--- src/rtl/core/adjseq_pkg.sv ---
// ----------------------------------------------------------------------------
// adjseq_pkg
// Shared constants, types and the modular adder for the adjacent step
// sequence counter.
// ----------------------------------------------------------------------------
package adjseq_pkg;

  // Number of candidate values, one cell each.
  localparam int MAX_VALUE = 128;
  localparam int IDX_W     = (MAX_VALUE > 1) ? $clog2(MAX_VALUE) : 1;
  localparam int CNT_W     = $clog2(MAX_VALUE + 1);
  // Width used to compare values, counts and the limit register.
  localparam int M_W       = (CNT_W > 8) ? CNT_W : 8;

  localparam int WAY_W     = 30;
  localparam int VAL_W     = 8;

  localparam logic [WAY_W-1:0] MODULUS       = WAY_W'(1000000007);
  localparam logic [VAL_W-1:0] MAX_VAL_RESET = VAL_W'(100);

  // Operation applied by every cell in one cycle.
  typedef enum logic [1:0] {
    OP_HOLD,
    OP_SEED,
    OP_STEP,
    OP_ROTATE
  } cell_op_e;

  // Sequencer states.
  typedef enum logic {
    ST_IDLE,
    ST_SUM
  } state_e;

  // Control broadcast along the chain.
  typedef struct packed {
    cell_op_e         op;
    logic [VAL_W-1:0] fixed;
    logic [M_W-1:0]   lim;
  } cell_ctrl_t;

  // Sum of two residues, reduced once (both inputs are below the modulus).
  function automatic logic [WAY_W-1:0] add_mod(input logic [WAY_W-1:0] a,
                                               input logic [WAY_W-1:0] b);
    logic [WAY_W:0] s;
    s = {1'b0, a} + {1'b0, b};
    if (s >= {1'b0, MODULUS}) begin
      s = s - {1'b0, MODULUS};
    end
    return s[WAY_W-1:0];
  endfunction

endpackage

--- src/rtl/core/adjseq_cell.sv ---
// ----------------------------------------------------------------------------
// adjseq_cell
// One cell of the chain: holds the count of prefixes ending in its value,
// updates from its neighbors, and shifts its count down during a sum pass.
// ----------------------------------------------------------------------------
module adjseq_cell (
  input  logic                      clk_i,
  input  logic                      rst_ni,
  input  adjseq_pkg::cell_ctrl_t    ctrl_i,
  input  logic [adjseq_pkg::IDX_W-1:0] idx_i,
  input  logic [adjseq_pkg::WAY_W-1:0] left_i,
  input  logic [adjseq_pkg::WAY_W-1:0] right_i,
  output logic [adjseq_pkg::WAY_W-1:0] count_o
);
  import adjseq_pkg::*;

  logic [WAY_W-1:0] count_q, count_d;
  logic [M_W-1:0]   val;
  logic             in_range, right_ok, left_ok, fixed_ok, keep;
  logic [WAY_W-1:0] left_term, right_term, step_sum;

  // The cell stands for value idx+1.
  assign val      = M_W'(idx_i) + M_W'(1);
  assign in_range = M_W'(idx_i) < ctrl_i.lim;
  assign right_ok = val < ctrl_i.lim;
  assign left_ok  = (idx_i != '0);
  assign fixed_ok = (ctrl_i.fixed == '0) || (M_W'(ctrl_i.fixed) == val);
  assign keep     = in_range && fixed_ok;

  // Neighbor sum, reduced after each addition.
  assign left_term  = left_ok  ? left_i  : '0;
  assign right_term = right_ok ? right_i : '0;
  assign step_sum   = add_mod(add_mod(count_q, left_term), right_term);

  // Next count.
  always_comb begin
    count_d = count_q;
    case (ctrl_i.op)
      OP_SEED:   count_d = keep ? WAY_W'(1) : '0;
      OP_STEP:   count_d = keep ? step_sum : '0;
      OP_ROTATE: count_d = right_i;
      OP_HOLD:   count_d = count_q;
      default:   count_d = count_q;
    endcase
  end

  always_ff @(posedge clk_i or negedge rst_ni) begin
    if (!rst_ni) begin
      count_q <= '0;
    end else begin
      count_q <= count_d;
    end
  end

  assign count_o = count_q;

endmodule

--- config.mk ---
export PLATFORM = sky130hd
export DESIGN_NAME = adjseq_cell
export DESIGN_NICKNAME = d
export VERILOG_FILES = /design/src/rtl/core/adjseq_pkg.sv /design/src/rtl/core/adjseq_cell.sv
export SDC_FILE = /design/constraint.sdc
export NUM_CORES = 1
export LEC_CHECK = 0
export ABC_CLOCK_PERIOD_IN_PS = 8100
export BUFFER_PORTS_ARGS = -buffer_cell sky130_fd_sc_hd__buf_2
export CORE_MARGIN = 2
export CORE_UTILIZATION = 40
export CTS_CLUSTER_SIZE = 30
export DETAILED_ROUTE_END_ITERATION = 7
export GPL_ROUTABILITY_DRIVEN = 0
export PLACE_DENSITY = 0.56
export RECOVER_POWER = 100
export SYNTH_ARGS = -nofsm -noshare
export SYNTH_HDL_FRONTEND = slang
export SYNTH_SLANG_ARGS = --single-unit
export TNS_END_PERCENT = 50
--- constraint.sdc ---
create_clock -name clk_i -period 8.1 [get_ports clk_i]
set_input_delay 1.215 -clock clk_i [delete_from_list [all_inputs] [get_ports clk_i]]
set_output_delay 1.215 -clock clk_i [all_outputs]
set_load 0.01 [all_outputs]
==> flow_metrics.env, run 1 <==
export IMPL_run_status="complete, but fails checks"
export IMPL_failing_checks="max-capacitance violations, max-slew violations, negative setup slack"
export IMPL_worst_slew_pin_slew_ns=1.70
export IMPL_period_minus_slack_ns=8.37
export IMPL_timing_final_ws_setup_ns=-0.274
export IMPL_initial_core_util_pct=40.7
export IMPL_crit_path_frequent_cell="sky130_fd_sc_hd__buf_6"
export IMPL_setup_viol_count_final=30
export IMPL_critPathCaptureType="flop"
export IMPL_timing_critical_path_slowest_cell_delay_ns=0.55
export IMPL_dpl_instance_area_um2=10600
export IMPL_post_layout_total_power_mw=3.05
export IMPL_clock_sinks=30
export IMPL_yosysUniqueCellTypes=91
export IMPL_clkTransAtPathRegs_ns=0.05
export IMPL_worst_skew_pair_late_latency_ns=0.29
export IMPL_layout_cells_excl_fill=1661
export IMPL_area_growth_synth_to_final_pct=51.8
export IMPL_ir_drop_uv=133
export IMPL_numCtsBuffers=5
export IMPL_seq_area_frac_synth_pct=9.88
export IMPL_mappedNetlistNets=1190
export IMPL_netlist_top_cell_by_area="sky130_fd_sc_hd__ha_1"
export IMPL_grt_pass1_wl_mm=43.5
export IMPL_core_rowCount=50
export IMPL_cts_buffer_depth=2
export IMPL_die_width_um=142
export IMPL_r2r_end="count_o[5]"
export IMPL_holdCritStartpoint="count_o[27]"
export IMPL_post_route_cells_drive_above_1_share_pct=38.5
export IMPL_first_pass_detailed_route_iteration_total=5
export IMPL_synth_warnings=0
export IMPL_die_area_um2=20100
export IMPL_postLayoutCellArea_um2=11500
export IMPL_critPathRequiredTime_ns=8.22
export IMPL_critical_path_arrival_ns=8.50
export IMPL_worst_setup_path_type="in2reg"
export IMPL_place_port_buffers=116
export IMPL_antenna_diode_count=0
export IMPL_max_clock_freq_mhz=119
export IMPL_worst_r2r_path_depth=29
export IMPL_mapped_cells=1024
export IMPL_part_of_the_cycle_the_worst_path_needs_pct=103
export IMPL_path_max_fanout=6
export IMPL_design_core_area_um2=18600
export IMPL_vias_after_detailed_routing=9013
export IMPL_postSynth_asyncResetShare_pct=100
export IMPL_synth_area_leaders="sky130_fd_sc_hd__ha_1 (13%), sky130_fd_sc_hd__dfrtp_1 (9.9%), sky130_fd_sc_hd__xnor2_1 (8.0%)"
export IMPL_netlist_area_leader_share_pct=12.7
export IMPL_largest_reg_flops=30
export IMPL_cellPowerDensity_nw_per_um2=264
export IMPL_setup_total_negative_slack_ns=-6.32
export IMPL_die_height_um=142
export IMPL_worst_hold_path_endpoint="count_o[27]"
export IMPL_r2r_start="count_o[0]"
export IMPL_groute_usage_overall_pct=26.4
export IMPL_flop_and_latch_count_out_of_synthesis=30
export IMPL_clock_root_buffer="sky130_fd_sc_hd__clkbuf_16"
export IMPL_ys_flop_type="sky130_fd_sc_hd__dfrtp_1"
export IMPL_wl_per_cell_um=16.4
export IMPL_report_final_hold_viol_count=0
export IMPL_number_of_global_route_vias_before_repair=8626
export IMPL_power_leakage_nw=5.32
export IMPL_post_drt_via_cell_ratio=5.43
export IMPL_design_final_nets=1592
export IMPL_finClkSkew_ns=0.00634
export IMPL_drc=0
export IMPL_crit_path_top_delay_cell="sky130_fd_sc_hd__or4b_4"
export IMPL_post_synth_cell_area_avg_um2=7.42
export IMPL_min_delay_path_class="reg2reg"
export IMPL_clock_tree_from_tritoncts="built"
export IMPL_synth_edf_count=0
export IMPL_numPlacedInstances=1623
export IMPL_unrepaired_setup_endpoints_after_global_routing="true"
export IMPL_mappedNetlistArea_um2=7600
export IMPL_worstHoldPathCells=2
export IMPL_finalWirelength_mm=27.3
export IMPL_grt_start_max_net_pins=31
export IMPL_antenna_violations_before_repair=0
export IMPL_cts_htree_levels=2
export IMPL_pin_count=117
export IMPL_hold_worst_slack_ns=0.576
export IMPL_drt_iter0_markers=421
export IMPL_max_cap_viols=1
export IMPL_timing_final_max_slew_violations=31
export IMPL_antenna_left=0
export IMPL_setup_worst_path_start_class="primary input"
export IMPL_reg2reg_slack_ns=0.98
export IMPL_global_route_congestion_overflow_total=0
export IMPL_place_hpwl_mm=21.8
export IMPL_slew_headroom_pct=-13.6
-- cells in the mapped netlist (3+ instances only) --
library cell and number:
sky130_fd_sc_hd__o21ai_1 26, sky130_fd_sc_hd__nor2_1 74, sky130_fd_sc_hd__nor3_1 22, sky130_fd_sc_hd__o211ai_1 8
sky130_fd_sc_hd__ha_1 77, sky130_fd_sc_hd__or2_2 6, sky130_fd_sc_hd__a21boi_0 4, sky130_fd_sc_hd__a221oi_1 7
sky130_fd_sc_hd__a21oi_1 85, sky130_fd_sc_hd__inv_1 32, sky130_fd_sc_hd__buf_4 3, sky130_fd_sc_hd__xor2_1 42
sky130_fd_sc_hd__and2_1 67, sky130_fd_sc_hd__buf_2 8, sky130_fd_sc_hd__a31o_2 4, sky130_fd_sc_hd__nand3b_1 7
sky130_fd_sc_hd__nor4_1 10, sky130_fd_sc_hd__clkbuf_1 34, sky130_fd_sc_hd__a21o_1 28, sky130_fd_sc_hd__nand2b_1 16
sky130_fd_sc_hd__o21a_1 20, sky130_fd_sc_hd__o21ai_2 3, sky130_fd_sc_hd__o21bai_1 9, sky130_fd_sc_hd__or3_1 4
sky130_fd_sc_hd__xnor2_1 69, sky130_fd_sc_hd__nand4_1 17, sky130_fd_sc_hd__a22oi_1 33, sky130_fd_sc_hd__a211oi_1 12
sky130_fd_sc_hd__nand3_1 21, sky130_fd_sc_hd__o31ai_1 6, sky130_fd_sc_hd__a311oi_1 4, sky130_fd_sc_hd__a211o_1 7
sky130_fd_sc_hd__a2111oi_0 3, sky130_fd_sc_hd__a21oi_2 4, sky130_fd_sc_hd__o311ai_0 3, sky130_fd_sc_hd__nor3b_1 8
sky130_fd_sc_hd__a31oi_1 9, sky130_fd_sc_hd__and3_1 17, sky130_fd_sc_hd__dfrtp_1 30, sky130_fd_sc_hd__and4_1 3
sky130_fd_sc_hd__o21ai_0 39, sky130_fd_sc_hd__nor2b_1 11, sky130_fd_sc_hd__mux2i_1 7, sky130_fd_sc_hd__nand2_1 66
sky130_fd_sc_hd__a21boi_1 3
-- what timing repair did --
| item | 4_1_cts | 5_1_grt |
|---|---|---|
| cloned | 5 | 0 |
| buffers inserted | 14 | 14 |
| pin swaps | 37 | 57 |
| resized for setup | 58 | 69 |
| hold buffers | 0 | 0 |
| setup endpoints to repair | 30 | 30 |
-- cell families after synthesis --
logic type      synth area share, %
mux                            1.07
flops                          9.88
simple gates                   25.7
buf+inv                        4.28
fa+ha+maj                      13.2
xor+xnor                       12.8
compound gates                 33.0
-- power by group --
part	leakage, nW	internal, mW	total [mW]	switching, mW
Clock	0.0729	0.122	0.196	0.0740
Combinational	4.85	1.36	2.68	1.32
Sequential	0.399	0.159	0.173	0.0143
Total	5.32	1.64	3.05	1.41
-- cell type report --
cell class | instances | area, um2
clock inverters | 2 | 12.5
repair buffers | 442 | 3090
flip-flops and latches | 30 | 751
multi-input cells | 915 | 7120
well taps | 234 | 293
fillers | 1700 | 7110
clock buffers | 6 | 139
inverters | 32 | 120
-- how the worst max path moves through the flow --
stage,start,to,slack [ns],cells past startpoint
finish,idx_i[3],count_o[5],-0.27,34
floorplan,idx_i[6],count_o[5],-0.11,33
CTS,idx_i[3],count_o[5],-0.33,35
global route,idx_i[3],count_o[8],-0.58,34
detailed placement,idx_i[6],count_o[26],-0.80,32
global placement,idx_i[6],count_o[26],-0.75,32
-- worst max-delay path, delay by kind of cell --
family	cells	cell delay, ns
and+or+nand+nor	9	2.00
AOI/OAI and AO/OA	13	3.03
adders and majority gates	4	1.04
xor gates and xnor gates	3	0.46
buffers and inverters	5	0.69
-- metal layers --
layer  up-vias  GRT usage [%]  part of all wire, %
met5         -              0                    0
met4         0           5.63                  1.7
met3        24           1.25                  3.1
met2       148           43.1                   45
met1      4227           38.7                   50
li1       4614              -                    -
-- cell usage in the layout, fill, tap and decap left out, types with 30 or more instances in the layout --
master,count
sky130_fd_sc_hd__a21oi_1,62
sky130_fd_sc_hd__a22oi_1,33
sky130_fd_sc_hd__and2_1,66
sky130_fd_sc_hd__buf_2,84
sky130_fd_sc_hd__buf_4,310
sky130_fd_sc_hd__clkbuf_1,31
sky130_fd_sc_hd__dfrtp_1,30
sky130_fd_sc_hd__ha_1,71
sky130_fd_sc_hd__inv_1,32
sky130_fd_sc_hd__nand2_1,64
sky130_fd_sc_hd__nor2_1,71
sky130_fd_sc_hd__o21ai_1,34
sky130_fd_sc_hd__xnor2_1,63
sky130_fd_sc_hd__xor2_1,38
-- per-stage QoR --
step | utilization [%] | worst slack, ns
finish | 61.8 | -0.274
global route | 61.8 | -0.585
CTS | 60.1 | -0.329
detailed placement | 56.9 | -0.804
global placement | 56.9 | -0.754
floorplan | - | -0.115
(Power assumes the default switching activity.)
==> inputs of run 2 (changes only) <==
--- a/config.mk
+++ b/config.mk
@@ -5,6 +5,7 @@
 export SDC_FILE = /design/constraint.sdc
 export NUM_CORES = 1
 export LEC_CHECK = 0
+export ABC_AREA = 1
 export ABC_CLOCK_PERIOD_IN_PS = 8100
 export BUFFER_PORTS_ARGS = -buffer_cell sky130_fd_sc_hd__buf_2
 export CORE_MARGIN = 2
@@ -12,7 +13,7 @@
 export CTS_CLUSTER_SIZE = 30
 export DETAILED_ROUTE_END_ITERATION = 7
 export GPL_ROUTABILITY_DRIVEN = 0
-export PLACE_DENSITY = 0.56
+export PLACE_DENSITY = 0.55
 export RECOVER_POWER = 100
 export SYNTH_ARGS = -nofsm -noshare
 export SYNTH_HDL_FRONTEND = slang
==> run 2 against run 1 <==
Compared with the run above:
- the run ends with max-capacitance violations, max-slew violations left
- sequential share of layout area increased by 0.62 points
- power is 30% lower
- hold slack got worse by 0.019 ns
- clock-buffer cell count rose by 2
- register-to-register slack improved by 0.86 ns
- sequential power about the same
- routed wire length rose by 24%
- first-iteration DRC count rose by 95%
- synthesized area grew 22%
- die area increased by 21%
- largest power group unchanged
==> flow_metrics.env, run 2 <==
export IMPL_run_status="complete, but fails checks"
export IMPL_failing_checks="max-capacitance violations, max-slew violations"
export IMPL_crit_path_top_delay_cell="sky130_fd_sc_hd__fa_1"
export IMPL_groute_usage_overall_pct=27.5
export IMPL_mappedNetlistArea_um2=9270
export IMPL_cts_buffer_depth=2
export IMPL_finalWirelength_mm=33.7
export IMPL_ys_flop_type="sky130_fd_sc_hd__dfrtp_1"
export IMPL_finClkSkew_ns=0.00636
export IMPL_report_final_hold_viol_count=0
export IMPL_power_share_clock_pct=9.7
export IMPL_worstHoldPathCells=2
export IMPL_comb_power_share_pct=82.1
export IMPL_synth_area_leaders="sky130_fd_sc_hd__nand2_1 (28%), sky130_fd_sc_hd__inv_1 (13%), sky130_fd_sc_hd__nand3_1 (11%)"
export IMPL_setup_total_negative_slack_ns=0
export IMPL_initial_core_util_pct=40.8
export IMPL_top_cells_by_instance_count_after_synthesis="sky130_fd_sc_hd__nand2_1 (687), sky130_fd_sc_hd__inv_1 (327), sky130_fd_sc_hd__nand3_1 (195)"
export IMPL_clock_tree_from_tritoncts="built"
export IMPL_max_clock_freq_mhz=133
export IMPL_min_delay_path_class="reg2reg"
export IMPL_clock_root_buffer="sky130_fd_sc_hd__clkbuf_16"
export IMPL_holdCritStartpoint="count_o[0]"
export IMPL_max_cap_viols=1
export IMPL_pin_count=117
export IMPL_worst_hold_path_endpoint="count_o[0]"
export IMPL_mappedNetlistNets=1989
export IMPL_post_layout_total_power_mw=2.13
export IMPL_yosysUniqueCellTypes=46
export IMPL_synth_edf_count=0
export IMPL_die_width_um=156
export IMPL_flop_and_latch_count_out_of_synthesis=30
export IMPL_design_final_nets=2107
export IMPL_global_route_congestion_overflow_total=0
export IMPL_place_hpwl_mm=29.1
export IMPL_die_height_um=156
export IMPL_clock_sinks=30
export IMPL_grt_pass1_wl_mm=53.4
export IMPL_critical_path_arrival_ns=7.70
export IMPL_intPower_mw=0.836
export IMPL_place_port_buffers=116
export IMPL_number_of_global_route_vias_before_repair=10663
export IMPL_antenna_diode_count=0
export IMPL_wl_per_cell_um=15.1
export IMPL_post_drt_via_cell_ratio=5.15
export IMPL_setup_viol_count_final=0
export IMPL_reg2reg_slack_ns=1.84
export IMPL_cts_htree_levels=2
export IMPL_crit_path_frequent_cell="sky130_fd_sc_hd__nand2_1"
export IMPL_largest_reg_flops=30
export IMPL_design_core_area_um2=22700
export IMPL_seq_area_frac_synth_pct=8.10
export IMPL_worst_slew_pin_slew_ns=1.72
export IMPL_synth_most_common_cell="sky130_fd_sc_hd__nand2_1"
export IMPL_post_route_cells_drive_above_1_share_pct=9.32
export IMPL_netlist_area_leader_share_pct=27.8
export IMPL_power_net_switching_mw=1.29
export IMPL_path_max_fanout=27
export IMPL_critPathCaptureType="flop"
export IMPL_part_of_the_cycle_the_worst_path_needs_pct=92.5
export IMPL_ir_drop_uv=107
export IMPL_timing_final_ws_setup_ns=0.608
export IMPL_worst_skew_pair_late_latency_ns=0.28
export IMPL_setup_worst_path_start_class="primary input"
export IMPL_power_share_switching_pct=60.8
export IMPL_core_rowCount=55
export IMPL_antenna_left=0
export IMPL_dpl_instance_area_um2=10200
export IMPL_preCtsSetupSlack_ns=0.0330
export IMPL_grt_start_max_net_pins=32
export IMPL_clkTransAtPathRegs_ns=0.06
export IMPL_timing_final_max_slew_violations=31
export IMPL_antenna_violations_before_repair=0
export IMPL_worst_r2r_path_depth=40
export IMPL_postSynth_asyncResetShare_pct=100
export IMPL_path_buf_inv=7
export IMPL_vias_after_detailed_routing=11458
export IMPL_slew_headroom_pct=-14.6
export IMPL_power_frac_seq_pct=8.2
export IMPL_hold_buffers=0
export IMPL_drc=0
export IMPL_post_synth_cell_area_avg_um2=5.09
export IMPL_r2r_start="count_o[0]"
export IMPL_period_minus_slack_ns=7.49
export IMPL_critPathLaunch="idx_i[6]"
export IMPL_cellPowerDensity_nw_per_um2=202
export IMPL_timing_critical_path_slowest_cell_delay_ns=0.41
export IMPL_r2r_end="count_o[5]"
export IMPL_netlist_top_cell_by_area="sky130_fd_sc_hd__nand2_1"
export IMPL_drt_iter0_markers=822
export IMPL_area_growth_synth_to_final_pct=13.5
export IMPL_numCtsBuffers=5
export IMPL_die_area_um2=24400
export IMPL_critPathTopFamily="simple AND/OR/NAND/NOR gates"
export IMPL_layout_cells_excl_fill=2227
export IMPL_critPathRequiredTime_ns=8.30
export IMPL_mostFrequentLayoutCell="sky130_fd_sc_hd__nand2_1"
export IMPL_most_common_layout_cells="sky130_fd_sc_hd__nand2_1 (685), sky130_fd_sc_hd__inv_1 (327), sky130_fd_sc_hd__nand3_1 (194), sky130_fd_sc_hd__nor2_1 (169), sky130_fd_sc_hd__buf_2 (85)"
export IMPL_worst_setup_path_type="in2reg"
export IMPL_power_leakage_nw=6.31
export IMPL_postLayoutCellArea_um2=10500
export IMPL_numPlacedInstances=2213
export IMPL_synth_warnings=0
export IMPL_mapped_cells=1823
export IMPL_first_pass_detailed_route_iteration_total=6
-- run 2: changes by cell type in the layout (fill, tap and decap cells not counted), moves of 53 or more --
cell                      change
sky130_fd_sc_hd__nand3_1    +176
sky130_fd_sc_hd__xnor2_1     -53
sky130_fd_sc_hd__inv_1      +295
sky130_fd_sc_hd__nor2_1      +98
sky130_fd_sc_hd__and2_1      -62
sky130_fd_sc_hd__nand2_1    +621
sky130_fd_sc_hd__buf_4      -295
-- run 2: logic make-up after synthesis --
group	after synthesis	synth area share (%)
compound gates	170	10.2
xor+xnor	36	3.72
fa+ha+maj	79	10.8
buf+inv	355	14.9
flops	30	8.10
simple gates	1153	52.3
-- run 2: metal layers --
metal  share of wire (%)  vias to the layer above  track usage, %
met5                   0                        -               0
met4                 2.9                        0            8.48
li1                    -                     5944               -
met3                 4.5                       58            1.30
met1                  47                     5142            37.6
met2                  45                      314            46.7
-- run 2: per-stage QoR --
| stage | hold WS, ns | util, % |
|---|---|---|
| after floorplan | 0.539 | - |
| after global placement | 0.550 | 44.9 |
| after detailed placement | 0.541 | 44.9 |
| after CTS | 0.556 | 45.6 |
| after global routing | 0.590 | 46.3 |
| final | 0.557 | 46.3 |
-- run 2: how the worst max path moves through the flow --
stage                     slack [ns]    endpoint  cells past startpoint
final                           0.61  count_o[5]                     46
after global routing          -0.003  count_o[0]                     49
after CTS                       0.28  count_o[5]                     45
after detailed placement        0.03  count_o[5]                     45
after global placement          0.03  count_o[5]                     43
after floorplan                 1.41  count_o[7]                     43
-- run 2: layout make-up --
class                           count  area (um2)
Tap cell                          285         357
Timing Repair Buffer              135         721
Clock buffer                        8         166
Multi-Input combinational cell   1438        7280
Inverter                          331        1240
Sequential cell                    30         751
Fill cell                        2632       12200
-- run 2: what timing repair did --
action | in CTS | in global routing
endpoints found under the setup margin | 0 | 30
resized for setup | 0 | 43
setup buffers | 0 | 6
-- run 2: power groups by stage --
stage	Sequential [mW]	Combinational, mW	Clock [mW]
floorplan	0.173	1.24	0
global placement	0.176	1.67	0
detailed placement	0.176	1.68	0
CTS	0.174	1.68	0.209
global route	0.175	1.98	0.216
finish	0.175	1.75	0.207
-- run 2: tightest hold or removal path: stages, from the launching register on --
cell	delay, ns
sky130_fd_sc_hd__dfrtp_1	0.40
sky130_fd_sc_hd__nand2_1	0.07
sky130_fd_sc_hd__nand2_1	0.06
